<file path="config.mk">
export PLATFORM = sky130hd
export DESIGN_NAME = fbck_cursor
export DESIGN_NICKNAME = d
export VERILOG_FILES = /design/src/rtl/frame_blit_color_key_unit_macros.svh /design/src/rtl/fbck_pkg.sv /design/src/rtl/fbck_cursor.sv
export SDC_FILE = /design/constraint.sdc
export NUM_CORES = 1
export LEC_CHECK = 0
export ABC_AREA = 0
export BUFFER_PORTS_ARGS = -buffer_cell sky130_fd_sc_hd__buf_2
export CAP_MARGIN = 25
export CORE_ASPECT_RATIO = 1.5
export CORE_MARGIN = 2
export CORE_UTILIZATION = 30
export CTS_CLUSTER_SIZE = 8
export DETAILED_ROUTE_END_ITERATION = 10
export GPL_ROUTABILITY_DRIVEN = 0
export HOLD_SLACK_MARGIN = 0.05
export PLACE_DENSITY = 0.56
export SLEW_MARGIN = 10
export SYNTH_ARGS = -nofsm -noshare
export SYNTH_HDL_FRONTEND = slang
export SYNTH_SLANG_ARGS = --single-unit
</file>
<file path="constraint.sdc">
create_clock -name clk -period 3.15 [get_ports clk]
set_input_delay 0.1575 -clock clk [delete_from_list [all_inputs] [get_ports clk]]
set_output_delay 0.1575 -clock clk [all_outputs]
set_load 0.05 [all_outputs]
</file>
<file path="src/rtl/frame_blit_color_key_unit_macros.svh">
// Assertion macros for the color-key blitter.
// Each macro takes a label, the clock, the active-low reset, a trigger and a consequence.
`ifndef FRAME_BLIT_COLOR_KEY_UNIT_MACROS_SVH
`define FRAME_BLIT_COLOR_KEY_UNIT_MACROS_SVH

`ifndef SYNTHESIS

// consequence holds in the same cycle as the trigger
`define FBCK_ASSERT_NOW(label, clk, rst_n, trig, cons) \
	label: assert property (@(posedge clk) disable iff (!(rst_n)) (trig) |-> (cons)) \
		else $error("assertion failed: trigger without consequence");

// consequence holds in the cycle after the trigger
`define FBCK_ASSERT_NEXT(label, clk, rst_n, trig, cons) \
	label: assert property (@(posedge clk) disable iff (!(rst_n)) (trig) |=> (cons)) \
		else $error("assertion failed: consequence missing in next cycle");

`else

`define FBCK_ASSERT_NOW(label, clk, rst_n, trig, cons)
`define FBCK_ASSERT_NEXT(label, clk, rst_n, trig, cons)

`endif

`endif

</file>
<file path="src/rtl/fbck_pkg.sv">
`default_nettype none

package fbck_pkg;

	// configuration port
	localparam int CFG_IDX_W  = 3;
	localparam int CFG_DATA_W = 7;

	localparam logic [CFG_IDX_W-1:0] CFG_TARGET_WIDTH     = 3'd0;
	localparam logic [CFG_IDX_W-1:0] CFG_TARGET_HEIGHT    = 3'd1;
	localparam logic [CFG_IDX_W-1:0] CFG_ORIGIN_X         = 3'd2;
	localparam logic [CFG_IDX_W-1:0] CFG_ORIGIN_Y         = 3'd3;
	localparam logic [CFG_IDX_W-1:0] CFG_SOURCE_WIDTH     = 3'd4;
	localparam logic [CFG_IDX_W-1:0] CFG_SOURCE_HEIGHT    = 3'd5;
	localparam logic [CFG_IDX_W-1:0] CFG_COLOR_KEY_ENABLE = 3'd6;

	// field widths
	localparam int DIM_W   = 7;
	localparam int ORG_W   = 6;
	localparam int COLOR_W = 24;
	localparam int RADDR_W = 12;
	// ty * width + tx with both coordinates below 128
	localparam int IDX_W   = 14;

	// input kind codes
	localparam logic KIND_PIXEL = 1'b0;
	localparam logic KIND_READ  = 1'b1;

	// target position of the current source pixel
	typedef struct packed {
		logic [DIM_W-1:0] tx;
		logic [DIM_W-1:0] ty;
		logic             in_frame;
		logic             done;
	} fbck_pos_t;

endpackage

`default_nettype wire

</file>
<file path="src/rtl/fbck_cursor.sv">
`default_nettype none

module fbck_cursor
	import fbck_pkg::*;
#(
	parameter int MAX_WIDTH  = 64,
	parameter int MAX_HEIGHT = 64
) (
	input  wire logic             clk,
	input  wire logic             arst_n,
	input  wire logic             restart,
	input  wire logic             advance,
	input  wire logic [DIM_W-1:0] target_width,
	input  wire logic [DIM_W-1:0] target_height,
	input  wire logic [ORG_W-1:0] origin_x,
	input  wire logic [ORG_W-1:0] origin_y,
	input  wire logic [DIM_W-1:0] source_width,
	input  wire logic [DIM_W-1:0] source_height,
	output fbck_pos_t             pos
);

	localparam int COL_W = (MAX_WIDTH > 1) ? $clog2(MAX_WIDTH) : 1;
	localparam int ROW_W = (MAX_HEIGHT > 1) ? $clog2(MAX_HEIGHT) : 1;
	localparam int SWX_W = ($clog2(MAX_WIDTH + 1) > DIM_W) ? $clog2(MAX_WIDTH + 1) : DIM_W;
	localparam int SHX_W = ($clog2(MAX_HEIGHT + 1) > DIM_W) ? $clog2(MAX_HEIGHT + 1) : DIM_W;
	localparam int TX_W  = ((COL_W > ORG_W) ? COL_W : ORG_W) + 1;
	localparam int TY_W  = ((ROW_W > ORG_W) ? ROW_W : ORG_W) + 1;
	localparam int CX_W  = (TX_W > DIM_W) ? TX_W : DIM_W;
	localparam int CY_W  = (TY_W > DIM_W) ? TY_W : DIM_W;

	logic [COL_W-1:0] col_q;
	logic [ROW_W-1:0] row_q;

	logic [SWX_W-1:0] src_w, sw_eff, col_next;
	logic [SHX_W-1:0] src_h, sh_eff, row_next;
	logic             col_wrap, row_wrap;
	logic [TX_W-1:0]  tx;
	logic [TY_W-1:0]  ty;

	// source size clamped to 1..MAX
	always_comb begin
		src_w = SWX_W'(source_width);
		src_h = SHX_W'(source_height);
		if (src_w == '0) begin
			sw_eff = SWX_W'(1);
		end else if (src_w > SWX_W'(MAX_WIDTH)) begin
			sw_eff = SWX_W'(MAX_WIDTH);
		end else begin
			sw_eff = src_w;
		end
		if (src_h == '0) begin
			sh_eff = SHX_W'(1);
		end else if (src_h > SHX_W'(MAX_HEIGHT)) begin
			sh_eff = SHX_W'(MAX_HEIGHT);
		end else begin
			sh_eff = src_h;
		end
	end

	assign col_next = SWX_W'(col_q) + SWX_W'(1);
	assign row_next = SHX_W'(row_q) + SHX_W'(1);
	assign col_wrap = col_next >= sw_eff;
	assign row_wrap = row_next >= sh_eff;

	// target position and clip test
	assign tx = TX_W'(origin_x) + TX_W'(col_q);
	assign ty = TY_W'(origin_y) + TY_W'(row_q);

	assign pos.tx       = tx[DIM_W-1:0];
	assign pos.ty       = ty[DIM_W-1:0];
	assign pos.in_frame = (CX_W'(tx) < CX_W'(target_width)) &&
	                      (CY_W'(ty) < CY_W'(target_height));
	assign pos.done     = col_wrap && row_wrap;

	// raster counters
	always_ff @(posedge clk or negedge arst_n) begin
		if (!arst_n) begin
			col_q <= '0;
			row_q <= '0;
		end else if (restart) begin
			col_q <= '0;
			row_q <= '0;
		end else if (advance) begin
			if (col_wrap) begin
				col_q <= '0;
				if (row_wrap) begin
					row_q <= '0;
				end else begin
					row_q <= row_next[ROW_W-1:0];
				end
			end else begin
				col_q <= col_next[COL_W-1:0];
			end
		end
	end

endmodule

`default_nettype wire

</file>
# --- Yosys cells after proc, flatten, opt, wreduce, memory -nomap -nowiden ---
# Cells that the tools add are included.
totals:
  register_bits: 12
  elab_cells: 30
op_classes:
  n_addsub: 4
  n_lt_le_gt_ge: 6
  n_mux: 11
  n_reduce_logical: 7
op_table:
  columns: ["op", "n"]
  rows:
  - ["2-to-1 mux 6 bit", 7]
  - ["2-to-1 mux 7 bit", 4]
  - ["adder 6 x 1 -> 7 bit, second input constant", 2]
  - ["adder 6 x 6 -> 7 bit", 2]
  - [">= comparator 7 bit", 2]
  - ["> comparator 7 bit, second input constant", 2]
  - ["logical NOT 7 bit", 2]
  - ["< comparator 7 bit", 2]
  - ["nonzero test 2 bit", 2]
  - ["logical AND 1 bit", 2]
  - ["AND reduction 2 bit", 1]

# --- Logic depth before layout (Yosys ltp) ---
logic_depth:
  word_depth: 8
  ltp_mapped: 12
  depth_no_buf: 12

# --- Worst setup path after synthesis ---
# No wires, ideal clock.
synth_path:
  kind: "reg2out"
  startpoint: "reg col_q[1]"
  endpoint: "out pos[1] (netlist name)"
  arrival_time_ns: 3.822
  slack_ns: -0.830
  stages_incl_launch_ff: 12
  n_path_buf: 0
  path_cell_list: "dfrtp_1 ha_1 a21o_1 a21oi_1 o21bai_1 a21oi_1 xnor2_1 ha_1 a21o_1 a2111oi_0 o21ai_0 a41oi_1"
synth_lines:
  columns: ["element", "line", "text"]
  rows:
  - ["start: declaration", "fbck_cursor.sv:31", "logic [COL_W-1:0] col_q;"]
  - ["start signal: assignment", "fbck_cursor.sv:92", "col_q <= col_next[COL_W-1:0];"]
  - ["end: declaration", "fbck_cursor.sv:19", "output fbck_pos_t pos"]

==> flow_summary.ini <==
[yosys]
yosysUniqueCellTypes = 32
ys_seq_area_share_pct = 17.2
synthCells = 208
postSynthAreaPerCell_um2 = 8.40
syn_area_um2 = 1750
syn_nets = 294
synth_flop_cell = dfrtp_1
synthArstFlopShare_pct = 100
synth_edf_count = 0
ys_warn_count = 0
ys_seq_elements = 12

[status]
outcome = finished, final reports clean

[clock_network]
cts_sinks = 12
path_clk_slew_ns = 0.05
ctsLongestPathBuffers = 2
cts.htree.levels = 1
clockRootBuffer = clkbuf_8
cts_made_buffers = 3
cts_tree = yes
insertion_delay_ns = 0.24

[place]
portBuffers = 59
dp_hpwl_mm = 3.51
dpl_cell_area_um2 = 2340
dp.cells = 348
preCtsSetupSlack_ns = 0.0142

[layout]
fin_cells = 356
finalNetCount = 371
fin_util_pct = 43.6
diodes = 0
mostFrequentLayoutCell = buf_2
area_growth_syn_to_layout_pct = 42.2
fin_area_um2 = 2480
drive_above_1_share_pct = 37.0
layout_common_cells = 58 x buf_2, 35 x ha_1, 21 x nand2_1

[grt]
first_global_vias = 1627
grt_max_degree = 13
grt_overflow = 0
grt_pass1_wl_mm = 6.58
grt_util_all_layers_pct = 12.7
antenna_found_initial = 0

[critical_path]
critPathLaunchType = flip-flop
cpLargestDelayFamily = compound AO/OA/AOI/OAI gates
crit_slowest_cell = dfrtp_1
required_ns = 2.99
worst-r2r-setup-slack_ns = 0.41
path_buf_inv = 1
endpoint_kind = output port
slowest_delay_ns = 0.38
arrival_ns = 2.94
timing_worst_setup_path_type = reg2out
crit_chain = ha_1 -> a21o_1 -> a21oi_2 -> o21bai_1 -> a21oi_2 -> xnor2_4 -> ha_4 -> a21o_1 -> a2111oi_4 -> o21ai_2 -> a41oi_4 -> buf_6
crit_path_max_fanout = 2

[floorplan]
die_x_um = 66.3
coreArea_um2 = 5700
row_count = 34
start_util_pct = 30.6
dieHeight_um = 97.5
ios = 60
die_area_um2 = 6460

[sta]
relSlewSlack_pct = 77.2
tns_ns = 0
rsz0062_at_grt = true
hold_viol = 0
clock_skew_ns = 0.00207
min_period_over_period_pct = 98.4
finalSetupViolCount = 0
tightest_slew_ns = 0.342
drv_slew = 0
fmax_mhz = 323
layout_min_cycle_time_ns = 3.10
setup_ws_ns = 0.0518

[pwr]
leakagePower_nw = 1.37
power-per-cell-area_nw_per_um2 = 266
ir_worst_vdd_mv = 0.129

[drt]
postRouteAntennaNets = 0
drt_iter0_drc = 19
drc = 0
wl_per_cell_um = 11.2
via_per_inst = 4.73
routed_wl_mm = 4.00
first_pass_iters = 3
vias = 1683

[hold_path]
min_path_type = in2reg

[flow_run]
maxCapViolCount = 0
==> registers in the layout (all words and copies together) (netlist names) <==
register and count:
col_q 6, row_q 6
==> synth_stat cells (3+ instances only) <==
library cell	instances	area share, %
inv_1	20	4.3
a21oi_1	18	5.2
o21ai_1	4	1.1
dfrtp_1	12	17
ha_1	40	29
a21o_1	9	3.9
o21ai_0	7	2.0
xnor2_1	10	5.0
mux2_1	3	1.9
nand2_1	21	4.5
xor2_1	8	4.0
nand3_1	5	1.4
nor2_1	13	2.8
nand2b_1	6	2.1
and3_1	4	1.4
nor2b_1	5	1.8
==> per-layer routing <==
metal,share of wire [%],GRT usage [%],up-vias,wire (µm)
met5,0,0,-,0
met4,1.3,4.24,0,52
met3,3.1,1.85,4,123
met2,54,23.8,32,2150
met1,42,14.0,759,1670
li1,-,-,888,-
==> final timing paths <==
path	start	to	cells after the start
setup / recovery	col_q[1]	pos[1]	12
hold / removal	restart	col_q[1]	2
setup reg to reg	col_q[0]	row_q[1]	11
hold reg to reg	row_q[5]	row_q[5]	2
max in group asynchronous	arst_n	col_q[5]	2
min in group asynchronous	arst_n	row_q[5]	2
==> layout make-up <==
class,count,area [µm²]
Clock buffer,4,55.1
Timing Repair Buffer,72,402
Sequential cell,12,300
Multi-Input combinational cell,176,1560
Tap cell,72,90.1
Fill cell,606,3220
Inverter,20,75.1
==> power breakdown <==
| part | internal [W] | total [W] | switching [W] | leakage, nW |
|---|---|---|---|---|
| Combinational | 0.000132 | 0.000328 | 0.000196 | 1.18 |
| Clock | 0.000111 | 0.000171 | 0.0000607 | 0.0288 |
| Sequential | 0.000159 | 0.000161 | 0.00000249 | 0.166 |
| Total | 0.000402 | 0.000661 | 0.000259 | 1.37 |
==> per-stage QoR <==
stage	total power [W]	hold WS (ns)
3_5_place_dp	0.000477	0.0540
6_report	0.000661	0.195
2_1_floorplan	0.000387	-0.138
3_3_place_gp	0.000475	0.0563
4_1_cts	0.000664	0.184
5_1_grt	0.000703	0.207
==> timing repair <==
| action | 4_1_cts | 5_1_grt |
|---|---|---|
| resized for setup | 10 | 4 |
| hold endpoints to repair | 12 | 0 |
| pin swaps | 9 | 5 |
| hold buffers | 1 | 0 |
| setup endpoints to repair | 1 | 1 |
| setup buffers | 3 | 0 |
==> logic make-up after synthesis <==
kind of cell	after synthesis	synth area share, %
flops	12	17.2
simple gates	62	17.4
mux	5	3.08
compound gates	49	18.1
buf+inv	20	4.30
xor+xnor	18	9.03
fa+ha+maj	42	30.9
Note: power is estimated with default switching activity, not from simulation.
